$ cat src/sv/lru_cache_hit_cost_counter_defines.svh
// Assertion macros for the LRU cache hit cost counter.
// Included by the modules that carry assertions; expects clk and rst in scope.
`ifndef LRU_CACHE_HIT_COST_COUNTER_DEFINES_SVH
`define LRU_CACHE_HIT_COST_COUNTER_DEFINES_SVH

// same-cycle implication, disabled during reset
`define LCC_ASSERT_IMP(lbl, ante, cons, msg) \
  lbl: assert property (@(posedge clk) disable iff (rst) (ante) |-> (cons)) else $error(msg);

// next-cycle implication, disabled during reset
`define LCC_ASSERT_NXT(lbl, ante, cons, msg) \
  lbl: assert property (@(posedge clk) disable iff (rst) (ante) |=> (cons)) else $error(msg);

`endif

$ cat src/sv/lcc_pkg.sv
// Shared types and constants for the LRU cache hit cost counter.
// No dependencies; used by every module of the block.
`default_nettype none

package lcc_pkg;

  localparam int KEY_BITS      = 64;
  localparam int WAYS_BITS     = 6;
  localparam int COST_BITS     = 32;
  localparam int DEF_CAPACITY  = 32;
  localparam int DEF_KEY_WIDTH = 64;
  localparam int QUEUE_DEPTH   = 2;

  localparam logic [WAYS_BITS-1:0] WAYS_RESET = WAYS_BITS'(32);
  localparam logic [COST_BITS-1:0] HIT_COST   = COST_BITS'(1);
  localparam logic [COST_BITS-1:0] MISS_COST  = COST_BITS'(5);
  localparam logic [COST_BITS-1:0] COST_MAX   = {COST_BITS{1'b1}};

  typedef enum logic [1:0] {
    ST_IDLE,
    ST_SCAN,
    ST_UPDATE
  } lcc_state_t;

  typedef struct packed {
    logic [KEY_BITS-1:0] key;
    logic                no_ways;
  } lcc_beat_t;

endpackage

`default_nettype wire

$ cat src/sv/lru_cache_hit_cost_counter.sv
// Top level of the LRU cache hit cost counter: config register, front end,
// queue and lookup engine. Depends on lcc_pkg, lcc_front, lcc_queue, lcc_back.
//
// Channel   Signals                         Beat
// input     in_valid / in_ready             lookup_key
// output    out_valid / out_ready           hit, total_cost
// config    cfg_we                          cfg_data (ways_in_use)
//
// An item's time in the engine is set by the scan of min(ways_in_use, CAPACITY)
// entries of the key memory through its single read port; zero ways skips the scan.
// The front end keeps taking beats into a two-entry queue while the engine works.
// A finished result sits in the output register; the engine stalls only in its
// final step while that register is full and out_ready is low.
// Synchronous reset clears valid bits, ranks, cost total, state, queue and out_valid.
`default_nettype none

module lru_cache_hit_cost_counter #(
  parameter int CAPACITY  = lcc_pkg::DEF_CAPACITY,
  parameter int KEY_WIDTH = lcc_pkg::DEF_KEY_WIDTH
) (
  input  wire logic                           clk,
  input  wire logic                           rst,
  input  wire logic                           cfg_we,
  input  wire logic [lcc_pkg::WAYS_BITS-1:0]  cfg_data,
  input  wire logic                           in_valid,
  output logic                                in_ready,
  input  wire logic [lcc_pkg::KEY_BITS-1:0]   lookup_key,
  output logic                                out_valid,
  input  wire logic                           out_ready,
  output logic                                hit,
  output logic [lcc_pkg::COST_BITS-1:0]       total_cost
);

  logic [lcc_pkg::WAYS_BITS-1:0] ways_in_use;
  logic                          push;
  lcc_pkg::lcc_beat_t            push_beat;
  logic                          q_full;
  logic                          q_pop;
  lcc_pkg::lcc_beat_t            pop_beat;
  logic                          q_valid;

  always_ff @(posedge clk) begin
    if (rst) begin
      ways_in_use <= lcc_pkg::WAYS_RESET;
    end else if (cfg_we) begin
      ways_in_use <= cfg_data;
    end
  end

  lcc_front #(
    .KEY_WIDTH (KEY_WIDTH)
  ) u_front (
    .in_valid    (in_valid),
    .in_ready    (in_ready),
    .lookup_key  (lookup_key),
    .ways_in_use (ways_in_use),
    .push        (push),
    .push_beat   (push_beat),
    .q_full      (q_full)
  );

  lcc_queue u_queue (
    .clk       (clk),
    .rst       (rst),
    .push      (push),
    .push_beat (push_beat),
    .full      (q_full),
    .pop       (q_pop),
    .pop_beat  (pop_beat),
    .not_empty (q_valid)
  );

  lcc_back #(
    .CAPACITY  (CAPACITY),
    .KEY_WIDTH (KEY_WIDTH)
  ) u_back (
    .clk         (clk),
    .rst         (rst),
    .ways_in_use (ways_in_use),
    .q_valid     (q_valid),
    .q_beat      (pop_beat),
    .q_pop       (q_pop),
    .out_valid   (out_valid),
    .out_ready   (out_ready),
    .hit         (hit),
    .total_cost  (total_cost)
  );

endmodule

`default_nettype wire

$ cat src/sv/lcc_front.sv
// Front end: takes input beats, masks the key and flags the zero-ways case.
// Depends on lcc_pkg; feeds lcc_queue.
`default_nettype none

module lcc_front #(
  parameter int KEY_WIDTH = lcc_pkg::DEF_KEY_WIDTH
) (
  input  wire logic                           in_valid,
  output logic                                in_ready,
  input  wire logic [lcc_pkg::KEY_BITS-1:0]   lookup_key,
  input  wire logic [lcc_pkg::WAYS_BITS-1:0]  ways_in_use,
  output logic                                push,
  output lcc_pkg::lcc_beat_t                  push_beat,
  input  wire logic                           q_full
);

  localparam logic [lcc_pkg::KEY_BITS-1:0] KEY_MASK =
    {lcc_pkg::KEY_BITS{1'b1}} >> (lcc_pkg::KEY_BITS - KEY_WIDTH);

  always_comb begin
    in_ready          = !q_full;
    push              = in_valid && !q_full;
    push_beat.key     = lookup_key & KEY_MASK;
    push_beat.no_ways = (ways_in_use == '0);
  end

endmodule

`default_nettype wire

$ cat src/sv/lcc_queue.sv
// Short FIFO between the front end and the lookup engine.
// Depends on lcc_pkg for the beat type and depth.
`default_nettype none

module lcc_queue (
  input  wire logic               clk,
  input  wire logic               rst,
  input  wire logic               push,
  input  wire lcc_pkg::lcc_beat_t push_beat,
  output logic                    full,
  input  wire logic               pop,
  output lcc_pkg::lcc_beat_t      pop_beat,
  output logic                    not_empty
);

  localparam int PW = (lcc_pkg::QUEUE_DEPTH > 1) ? $clog2(lcc_pkg::QUEUE_DEPTH) : 1;
  localparam int CW = $clog2(lcc_pkg::QUEUE_DEPTH + 1);
  localparam logic [PW-1:0] LAST = PW'(lcc_pkg::QUEUE_DEPTH - 1);

  lcc_pkg::lcc_beat_t slots [lcc_pkg::QUEUE_DEPTH];
  logic [PW-1:0] wr_ptr;
  logic [PW-1:0] rd_ptr;
  logic [CW-1:0] count;

  always_comb begin
    full      = (count == CW'(lcc_pkg::QUEUE_DEPTH));
    not_empty = (count != '0);
    pop_beat  = slots[rd_ptr];
  end

  always_ff @(posedge clk) begin
    if (push) begin
      slots[wr_ptr] <= push_beat;
    end
  end

  always_ff @(posedge clk) begin
    if (rst) begin
      wr_ptr <= '0;
      rd_ptr <= '0;
      count  <= '0;
    end else begin
      if (push) begin
        wr_ptr <= (wr_ptr == LAST) ? '0 : wr_ptr + PW'(1);
      end
      if (pop) begin
        rd_ptr <= (rd_ptr == LAST) ? '0 : rd_ptr + PW'(1);
      end
      case ({push, pop})
        2'b10:   count <= count + CW'(1);
        2'b01:   count <= count - CW'(1);
        default: count <= count;
      endcase
    end
  end

endmodule

`default_nettype wire

$ cat src/sv/lcc_back.sv
// Lookup engine: scans the key memory (if ways_in_use is nonzero), picks hit,
// empty slot or LRU victim, ages ranks, writes a missed key, registers result.
// Depends on lcc_pkg and lru_cache_hit_cost_counter_defines.svh.
`default_nettype none
`include "lru_cache_hit_cost_counter_defines.svh"

module lcc_back #(
  parameter int CAPACITY  = lcc_pkg::DEF_CAPACITY,
  parameter int KEY_WIDTH = lcc_pkg::DEF_KEY_WIDTH
) (
  input  wire logic                           clk,
  input  wire logic                           rst,
  input  wire logic [lcc_pkg::WAYS_BITS-1:0]  ways_in_use,
  input  wire logic                           q_valid,
  input  wire lcc_pkg::lcc_beat_t             q_beat,
  output logic                                q_pop,
  output logic                                out_valid,
  input  wire logic                           out_ready,
  output logic                                hit,
  output logic [lcc_pkg::COST_BITS-1:0]       total_cost
);

  localparam int IW  = (CAPACITY > 1) ? $clog2(CAPACITY) : 1;
  localparam int UW0 = $clog2(CAPACITY + 1);
  localparam int W   = (UW0 > lcc_pkg::WAYS_BITS) ? UW0 : lcc_pkg::WAYS_BITS;
  localparam logic [IW-1:0] RANK_MAX = IW'(CAPACITY - 1);

  lcc_pkg::lcc_state_t state;
  lcc_pkg::lcc_state_t state_next;

  logic [KEY_WIDTH-1:0] keys [CAPACITY];
  logic [KEY_WIDTH-1:0] rd_key;
  logic [CAPACITY-1:0]  valid;
  logic [IW-1:0]        rank [CAPACITY];

  logic [KEY_WIDTH-1:0] key_q;
  logic                 no_ways;
  logic [W-1:0]         used_q;
  logic [W-1:0]         used_now;
  logic [W-1:0]         idx;
  logic                 pend;
  logic [IW-1:0]        pidx;
  logic                 hit_f;
  logic [IW-1:0]        hit_pos;
  logic [IW-1:0]        hit_rank;
  logic                 empty_f;
  logic [IW-1:0]        empty_pos;
  logic [IW-1:0]        vic_pos;
  logic [IW-1:0]        vic_rank;
  logic [lcc_pkg::COST_BITS-1:0] cost_sum;

  logic                 issue;
  logic                 fire;
  logic                 do_age;
  logic                 do_fill;
  logic                 age_all;
  logic [IW-1:0]        sel_pos;
  logic [IW-1:0]        below;
  logic [lcc_pkg::COST_BITS-1:0] add;
  logic [lcc_pkg::COST_BITS-1:0] cost_next;

  always_comb begin
    used_now = (W'(ways_in_use) > W'(CAPACITY)) ? W'(CAPACITY) : W'(ways_in_use);
    issue    = (state == lcc_pkg::ST_SCAN) && (idx < used_q);
    fire     = (state == lcc_pkg::ST_UPDATE) && (!out_valid || out_ready);
    q_pop    = (state == lcc_pkg::ST_IDLE) && q_valid;
    do_fill  = !hit_f && !no_ways;
    do_age   = hit_f || !no_ways;
    if (hit_f) begin
      sel_pos = hit_pos;
      age_all = 1'b0;
      below   = hit_rank;
    end else if (empty_f) begin
      sel_pos = empty_pos;
      age_all = 1'b1;
      below   = vic_rank;
    end else begin
      sel_pos = vic_pos;
      age_all = 1'b0;
      below   = vic_rank;
    end
    add       = hit_f ? lcc_pkg::HIT_COST : lcc_pkg::MISS_COST;
    cost_next = (cost_sum > (lcc_pkg::COST_MAX - add)) ? lcc_pkg::COST_MAX : cost_sum + add;

    state_next = state;
    case (state)
      lcc_pkg::ST_IDLE: begin
        if (q_valid) begin
          state_next = q_beat.no_ways ? lcc_pkg::ST_UPDATE : lcc_pkg::ST_SCAN;
        end
      end
      lcc_pkg::ST_SCAN: begin
        if (!issue && !pend) begin
          state_next = lcc_pkg::ST_UPDATE;
        end
      end
      lcc_pkg::ST_UPDATE: begin
        if (fire) begin
          state_next = lcc_pkg::ST_IDLE;
        end
      end
      default: state_next = lcc_pkg::ST_IDLE;
    endcase
  end

  always_ff @(posedge clk) begin
    if (rst) begin
      state <= lcc_pkg::ST_IDLE;
    end else begin
      state <= state_next;
    end
  end

  // key memory: one write port, one registered read port
  always_ff @(posedge clk) begin
    if (issue) begin
      rd_key <= keys[idx[IW-1:0]];
    end
    if (fire && do_fill) begin
      keys[sel_pos] <= key_q;
    end
  end

  // scan bookkeeping
  always_ff @(posedge clk) begin
    if (q_pop) begin
      key_q     <= q_beat.key[KEY_WIDTH-1:0];
      no_ways   <= q_beat.no_ways;
      used_q    <= used_now;
      idx       <= '0;
      hit_f     <= 1'b0;
      empty_f   <= 1'b0;
      vic_pos   <= '0;
      vic_rank  <= '0;
    end else begin
      if (issue) begin
        idx <= idx + W'(1);
      end
      if (pend) begin
        if (valid[pidx] && (rd_key == key_q) && !hit_f) begin
          hit_f    <= 1'b1;
          hit_pos  <= pidx;
          hit_rank <= rank[pidx];
        end
        if (!valid[pidx] && !empty_f) begin
          empty_f   <= 1'b1;
          empty_pos <= pidx;
        end
        if (rank[pidx] > vic_rank) begin
          vic_pos  <= pidx;
          vic_rank <= rank[pidx];
        end
      end
    end
    pidx <= idx[IW-1:0];
  end

  always_ff @(posedge clk) begin
    if (rst) begin
      pend <= 1'b0;
    end else begin
      pend <= issue;
    end
  end

  // valid bits and recency ranks
  always_ff @(posedge clk) begin
    if (rst) begin
      valid <= '0;
      for (int i = 0; i < CAPACITY; i++) begin
        rank[i] <= '0;
      end
    end else if (fire && do_age) begin
      for (int i = 0; i < CAPACITY; i++) begin
        if ((W'(i) < used_q) && valid[i] && (age_all || (rank[i] < below))
            && (rank[i] != RANK_MAX)) begin
          rank[i] <= rank[i] + IW'(1);
        end
        if (IW'(i) == sel_pos) begin
          rank[i] <= '0;
        end
      end
      if (do_fill) begin
        valid[sel_pos] <= 1'b1;
      end
    end
  end

  // cost total and result register
  always_ff @(posedge clk) begin
    if (rst) begin
      cost_sum  <= '0;
      out_valid <= 1'b0;
    end else if (fire) begin
      cost_sum  <= cost_next;
      out_valid <= 1'b1;
    end else if (out_ready) begin
      out_valid <= 1'b0;
    end
  end

  always_ff @(posedge clk) begin
    if (fire) begin
      hit        <= hit_f;
      total_cost <= cost_next;
    end
  end

  `LCC_ASSERT_IMP(a_scan_in_range, pend, W'(pidx) < used_q, "scan read beyond ways in use")
  `LCC_ASSERT_IMP(a_cost_monotonic, !$past(rst), cost_sum >= $past(cost_sum), "cost total fell")
  `LCC_ASSERT_IMP(a_result_from_update, $rose(out_valid), $past(state) == lcc_pkg::ST_UPDATE, "result without update")

endmodule

`default_nettype wire

$ cat config.mk
export PLATFORM = sky130hd
export DESIGN_NAME = lru_cache_hit_cost_counter
export DESIGN_NICKNAME = d
export VERILOG_FILES = /design/src/sv/lcc_pkg.sv /design/src/sv/lru_cache_hit_cost_counter.sv /design/src/sv/lcc_front.sv /design/src/sv/lcc_queue.sv /design/src/sv/lcc_back.sv
export VERILOG_INCLUDE_DIRS = /design/src /design/src/sv
export SDC_FILE = /design/constraint.sdc
export NUM_CORES = 2
export LEC_CHECK = 0
export BUFFER_PORTS_ARGS = -buffer_cell sky130_fd_sc_hd__clkbuf_2
export CORE_UTILIZATION = 35
export CTS_BUF_LIST = sky130_fd_sc_hd__clkbuf_8
export CTS_CLUSTER_SIZE = 10
export DETAILED_ROUTE_END_ITERATION = 16
export GPL_ROUTABILITY_DRIVEN = 0
export GPL_TIMING_DRIVEN = 0
export MAX_ROUTING_LAYER = met4
export SLEW_MARGIN = 25
export SYNTH_ARGS = -nofsm -noshare
export SYNTH_HDL_FRONTEND = slang
export SYNTH_SLANG_ARGS = --single-unit
export TNS_END_PERCENT = 100
$ cat constraint.sdc
create_clock -name clk -period 5.6 [get_ports clk]
set_clock_uncertainty 0.2 [all_clocks]
set_input_delay 0 -clock clk [delete_from_list [all_inputs] [get_ports clk]]
set_output_delay 0 -clock clk [all_outputs]
set_load 0.01 [all_outputs]
After elaboration in Yosys (flattened, before gate mapping)
Memory sizes are Yosys's and may differ from the RTL's. A register that Yosys moved wholly into a read port is not among the register bits.
Index checks and enable logic that the tools add are counted.
{ "word_totals": {"ramBits": 2338, "wordCells": 786, "reg_bits": 220, "n_memories": 3} }
{ "classes": {"bitwise_logic": 66, "n_eq_ne": 72, "order_cmp": 71, "add_sub_neg": 39, "n_reduce_logical": 163, "n_mux": 349} }
{ "mem_list": {"columns": ["memory", "depth", "word_bits", "rd", "rd_ports_with_merged_regs", "wr", "line", "rtl"], "rows": [
  ["u_back.keys", 32, 64, 1, 1, 1, "lcc_back.sv:31", "logic [KEY_WIDTH-1:0] keys [CAPACITY];"],
  ["u_back.rank", 32, 5, 33, 1, 32, "lcc_back.sv:34", "logic [IW-1:0] rank [CAPACITY];"],
  ["u_queue.slots", 2, 65, 1, 1, 1, "lcc_queue.sv:20", "lcc_pkg::lcc_beat_t slots [lcc_pkg::QUEUE_DEPTH];"]
]} }
{ "ops": {"columns": ["cell", "count"], "rows": [
  ["5-bit two-way mux", 67],
  ["1-bit two-way mux", 272],
  ["5-bit by 1-bit adder with 5-bit output, second input constant", 32],
  ["5-bit less-than comparator", 32],
  ["5-bit inequality test, second input constant", 32],
  ["1-bit logical AND", 108],
  ["5-bit by 6-bit less-than comparator with 1-bit output, first input constant", 16],
  ["5-bit equality test, first input constant", 16],
  ["64-bit equality test", 1],
  ["1-bit bitwise OR", 64],
  ["4-bit by 6-bit less-than comparator with 1-bit output, first input constant", 8],
  ["4-bit by 5-bit equality test with 1-bit output, first input constant", 8],
  ["1-bit logical OR", 34],
  ["32-bit adder", 1],
  ["32-bit > comparator", 1],
  ["32-bit two-way mux", 1],
  ["32-bit bitwise OR", 1],
  ["32-bit subtractor, first input constant", 1],
  ["3-bit by 6-bit less-than comparator with 1-bit output, first input constant", 4],
  ["3-bit by 5-bit equality test with 1-bit output, first input constant", 4],
  ["1-bit by 6-bit less-than comparator with 1-bit output, first input constant", 2],
  ["2-bit by 6-bit less-than comparator with 1-bit output, first input constant", 2],
  ["5-bit by 6-bit less-than comparator with 1-bit output, second input constant", 2],
  ["2-bit by 5-bit equality test with 1-bit output, first input constant", 2],
  ["27 further kinds", 49]
]} }

Longest topological paths before layout
{ "depth": {"word_depth": 11, "depth_mapped": 15, "depth_no_buf": 11} }

By module
A second synthesis with hierarchy kept.
{ "hier_totals": {"hier_cells": 5299, "area_unflattened_um2": 106921.3} }
{ "by_module_without_submodules": {"columns": ["mod", "area_each_um2", "seq_area_each_um2", "instances", "cells_per_inst"], "rows": [
  ["lcc_back", 101304.7, 73620.6, 1, 4988],
  ["lcc_queue", 4890.9, 4003.8, 1, 224],
  ["lcc_front", 508.0, 0.0, 1, 68],
  ["lru_cache_hit_cost_counter", 217.7, 120.1, 1, 19]
]} }

Worst setup path after synthesis
Ideal clock, no wire load.
{ "synth_path": {"path_kind": "flip-flop to flip-flop", "start": "register u_back.hit_f", "end": "memory u_back.keys[3][0] in the netlist's numbering (enable)", "setup_slack_ps": 702, "stages_incl_launch_ff": 6, "required_ps": 4913, "path_buffers": 1, "setup_time_ps": 487, "arrival_ps": 4211, "period_less_slack_ps": 4898, "path_cell_list": "dfxtp_1 > buf_1 > o21ai_1 > nor2_1 > nand2_1 > nor2_1"} }
{ "synth_between": {"elab_chain_cells": 5, "elab_cells_between_ends": 6, "cone_classes": "mux: 3; reduce/logical: 3"} }
{ "synth_rtl": {"columns": ["element", "line", "rtl"], "rows": [
  ["start: declaration", "lcc_back.sv:43", "logic hit_f;"],
  ["start signal: assignment", "lcc_back.sv:131", "hit_f <= 1'b0;"],
  ["start signal: assignment", "lcc_back.sv:141", "hit_f <= 1'b1;"],
  ["1-bit logical NOT", "lcc_back.sv:67", "do_fill = !hit_f && !no_ways;"],
  ["1-bit logical AND", "lcc_back.sv:67", null],
  ["1-bit logical AND", "lcc_back.sv:119", "if (fire && do_fill) begin"],
  ["1-bit two-way mux", "lcc_back.sv:119", null],
  ["1-bit two-way mux (not written as such)", "lcc_back.sv:120", "keys[sel_pos] <= key_q;"],
  ["end: declaration", "lcc_back.sv:31", null]
]} }
Parallel ways exist; a longest one is shown, timed or not.

Worst setup path in the final report
{ "layout_path": {"start": "register u_back.hit_f", "end": "memory u_back.keys[2][43] in the netlist's numbering (enable)"} }
The elaborated chain is that of the path after synthesis.

==> results list <==
- Number of endpoints with negative hold slack in the final report: 0
- Number of core rows: 202
* Buffers & Inverters on Critical Path: 3
- The kind of cell with the highest combined delay along the critical path is simple AND/OR/NAND/NOR gates.
* Total Negative Setup Slacks: 0 ns
- Dominant register cell in the synthesized netlist: sky130_fd_sc_hd__edfxtp_1
* Pwr dens: 424.5 mW/mm²
- Max-cap violations in this run came to 0.
- Type of the most critical hold path: input port to flip-flop
- Crit path max fanout: 15
- Fmax: 197.8 MHz
* Number of cells traversed by the worst register-to-register path: 7
- Syn. warnings: 0
* Effective utilization at floorplan: 35.17%
- Number of gates given a new drive strength after cts: 0
- Top area cells in the synthesized netlist: sky130_fd_sc_hd__edfxtp_1 (71%), sky130_fd_sc_hd__mux4_2 (15%), sky130_fd_sc_hd__ha_1 (2.4%)
- Final count of negative-setup-slack endpoints: 0
* Total half-perimeter wirelength after legalization and detailed placement: 201800 µm
- The synthesized design devotes to its leading area cell type 71.15% of total area.
- Setup repair after global routing left no endpoint under its margin.
- STA classifies the critical path endpoint as a flip-flop.
- Number of antenna-violating nets in the routed design: 0
- Number of synthesized flops with an enable pin: 2521
- Maximum resistive drop on vdd: about 0.26 mV
- Most used cell along the critical path: sky130_fd_sc_hd__buf_16
- Kind of start point of the critical path: flip-flop
- The region available for standard cell placement spans 0.3025 mm².
- Count of state elements after synthesis: 2623
* LEAKAGE: 40.99 nW
* Ratio of cells with drive above 1 in the final layout: 28.43%
- Nets in the synthesized netlist: ~5500
- Worst setup path category: flip-flop to flip-flop
- Cell type with the highest aggregate area in the netlist: sky130_fd_sc_hd__edfxtp_1
* Worst-skew pair later-pin latency: around 1 ns
- Number of global-route vias before repair: 58550
- The cell area that synthesis handed to floorplanning was 0.1064 mm².
* Clock Sink Count: between 2000 and 3000
- Horizontal die dimension: 553.4 µm
- Number of clock buffers inserted by TritonCTS: about 420
* Slew headroom: approximately a quarter
- Hold-fix buffer count after cts: ~190
- Dividing the detail-routed wire length by the instance count gives roughly 28 µm.
* Final worst-path cycle share: 90.26%
* Instance count of the mapped netlist: between 5000 and 6000
* Slew of the pin with the lowest slew margin: 1.106 ns
* Clock-pin slew on the worst setup and hold paths: 0.06 ns
- Detailed Routing Iterations Pass 1: 9
- The first routing iteration left 6576 violations.
- Total vias in the final route: between 50000 and 60000
- Root buffer selected by CTS: sky130_fd_sc_hd__clkbuf_8
- Antenna violations before repair: 10
- Routed Wire Length: 298200 µm
* Height of the chip: 553.4 µm
- Cell at the slowest stage of the critical path: sky130_fd_sc_hd__nor2_1
- Clock tree from TritonCTS: yes
- Deepest clock path buffer count: 4
* Library cell with the highest instance count after synthesis: sky130_fd_sc_hd__edfxtp_1
- After filler insertion, the fill cell instance count of the layout stands at 26110.
- After synthesis, flip-flops and latches occupy 73.07% of the total area.
- For this run, design rule violations remaining after detail routing come to 0.
- Maximum level of the CTS H-tree: 5
- The critical path goes through buf_1 > o21ai_1 > nor2_1 > nand2_1 > nor2_4 > buf_16 > buf_16.
- Once routing completed, OpenROAD measured the worst setup slack at 0.5455 ns.
- Entering global routing, the biggest net connects 48 pins.
* WP data required: 6.06 ns
* Final min period: 5.054 ns
* Final global-route overflow total: 0
- Synthesis instantiated 74 different standard cells from the library.
* Worst path max stage delay: 0.80 ns
- Counting flops with an async set or reset pin after synthesis yields a share of 0%.
- Global routing consumed, over all layers together, 19.80% of the routing resources.
- The net count of the finished layout is 6482.
- Vias/cell: 5.463
- Worst hold path cell count: 3
- Average instance area after synthesis: 20.33 µm²
- Global-route wire length before repair: between 400000 and 500000 µm
- Critical path depth in cells: 7
- Total Die Area: 0.3062 mm²
- Place WS: 0.3488 ns
- At the worst endpoint, the arrival time is approximately 5.5 ns.
* Final slew viol count: 0
* Status: complete, no violations
* Setup repair bufs after CTS: 0
- Top post-synthesis cells by count: sky130_fd_sc_hd__edfxtp_1 (2521), sky130_fd_sc_hd__mux4_2 (695), sky130_fd_sc_hd__nor2_1 (232)
* Area grow syn2layout: 19.56%
- Number of I/O port buffers: around 110
- Pin placement for this block handled 110 I/O pins.
cells in the final DEF, fill, tap and decap left out, types with 39 or more instances in the layout:
master / count
sky130_fd_sc_hd__a21oi_1: 113
sky130_fd_sc_hd__and2_1: 69
sky130_fd_sc_hd__and3_1: 48
sky130_fd_sc_hd__buf_12: 71
sky130_fd_sc_hd__buf_16: 110
sky130_fd_sc_hd__buf_2: 71
sky130_fd_sc_hd__buf_8: 58
sky130_fd_sc_hd__clkbuf_1: 101
sky130_fd_sc_hd__clkbuf_2: 138
sky130_fd_sc_hd__clkbuf_8: 439
sky130_fd_sc_hd__clkinv_1: 96
sky130_fd_sc_hd__dfxtp_1: 102
sky130_fd_sc_hd__dlygate4sd3_1: 191
sky130_fd_sc_hd__edfxtp_1: 2521
sky130_fd_sc_hd__ha_1: 207
sky130_fd_sc_hd__inv_1: 211
sky130_fd_sc_hd__mux2_2: 135
sky130_fd_sc_hd__mux4_2: 695
sky130_fd_sc_hd__nand2_1: 85
sky130_fd_sc_hd__nand3_1: 73
sky130_fd_sc_hd__nor2_1: 198
sky130_fd_sc_hd__nor2b_1: 39
sky130_fd_sc_hd__o21a_1: 63
sky130_fd_sc_hd__o21ai_0: 100
sky130_fd_sc_hd__xnor2_1: 75
sky130_fd_sc_hd__xor2_1: 58
registers in the layout (all words and copies together), names as in the netlist, 6 cells and up, named ones only:
| name | cells |
|---|---|
| u_back.key_q | 64 |
| ways_in_use | 6 |
| u_back.rd_key | 64 |
| u_back.used_q | 6 |
| u_queue.slots | 130 |
| u_back.rank | 160 |
| u_back.idx | 6 |
| u_back.total_cost | 32 |
| u_back.keys | 2048 |
| u_back.valid | 32 |
| u_back.cost_sum | 32 |
report_power, final:
group	switching (mW)	internal, mW	total, mW	leakage, nW
logic	7.54	5.17	12.7	12.8
registers	1.39	24.7	26.1	23.8
clock network	7.63	7.53	15.2	4.44
per-stage QoR:
step	cells	cell area, µm²	utilization [%]	hold WS (ns)	power [mW]
after global placement	9319	111900	36.99	-0.009378	36.80
after detailed placement	9513	116900	38.65	-0.006975	38.68
after floorplan	5233	106400	-	-0.1011	33.20
after global routing	10510	127200	42.05	0.07154	56.03
after CTS	10450	126400	41.79	0.005130	53.93
final	10510	127200	42.05	0.1017	54.00
layout make-up:
class	count	area [µm²]	share of cell area (%)
multi-input cells	2321	27810	21.86
clock buffers	439	6042	4.750
inverters	59	226.5	0.1780
clock inverters	311	1531	1.204
repair buffers	542	7802	6.134
plain buffers	230	1050	0.8252
diodes	11	27.53	0.02164
well taps	3978	4977	3.913
flip-flops and latches	2623	77740	61.12
routing by layer:
metal | track usage [%] | up-vias | wire length (µm)
met5 | - | - | 0
met4 | 5.618 | 0 | 8589
met3 | 3.512 | 526 | 24350
met2 | 31.54 | 2714 | 144300
met1 | 26.05 | 30480 | 121000
li1 | - | 23720 | -
kinds of logic after synthesis:
group,share of synthesized area (%)
buf+inv,1.137
simple gates,3.356
fa+ha+maj,2.434
xor+xnor,1.103
compound gates,2.534
mux,16.37
flops,73.07
path summary, 6_finish.rpt:
kind / slack (ns) / end / from
max: 0.55 / u_back.keys[2][43]$_DFFE_PP_ / u_back.hit_f$_SDFFE_PP0P_
min: 0.10 / u_queue.slots[0][13]$_DFFE_PP_ / lookup_key[12]
max reg2reg: 0.55 / u_back.keys[2][43]$_DFFE_PP_ / u_back.hit_f$_SDFFE_PP0P_
min reg2reg: 0.18 / u_back.pidx[0]$_DFF_P_ / u_back.idx[0]$_SDFFE_PP0P_
tightest hold or removal path, stage by stage:
cell                            delay, ns
sky130_fd_sc_hd__dlygate4sd3_1       0.54
sky130_fd_sc_hd__clkbuf_2            0.10
sky130_fd_sc_hd__dlygate4sd3_1       0.55
(Power assumes the default switching activity.)
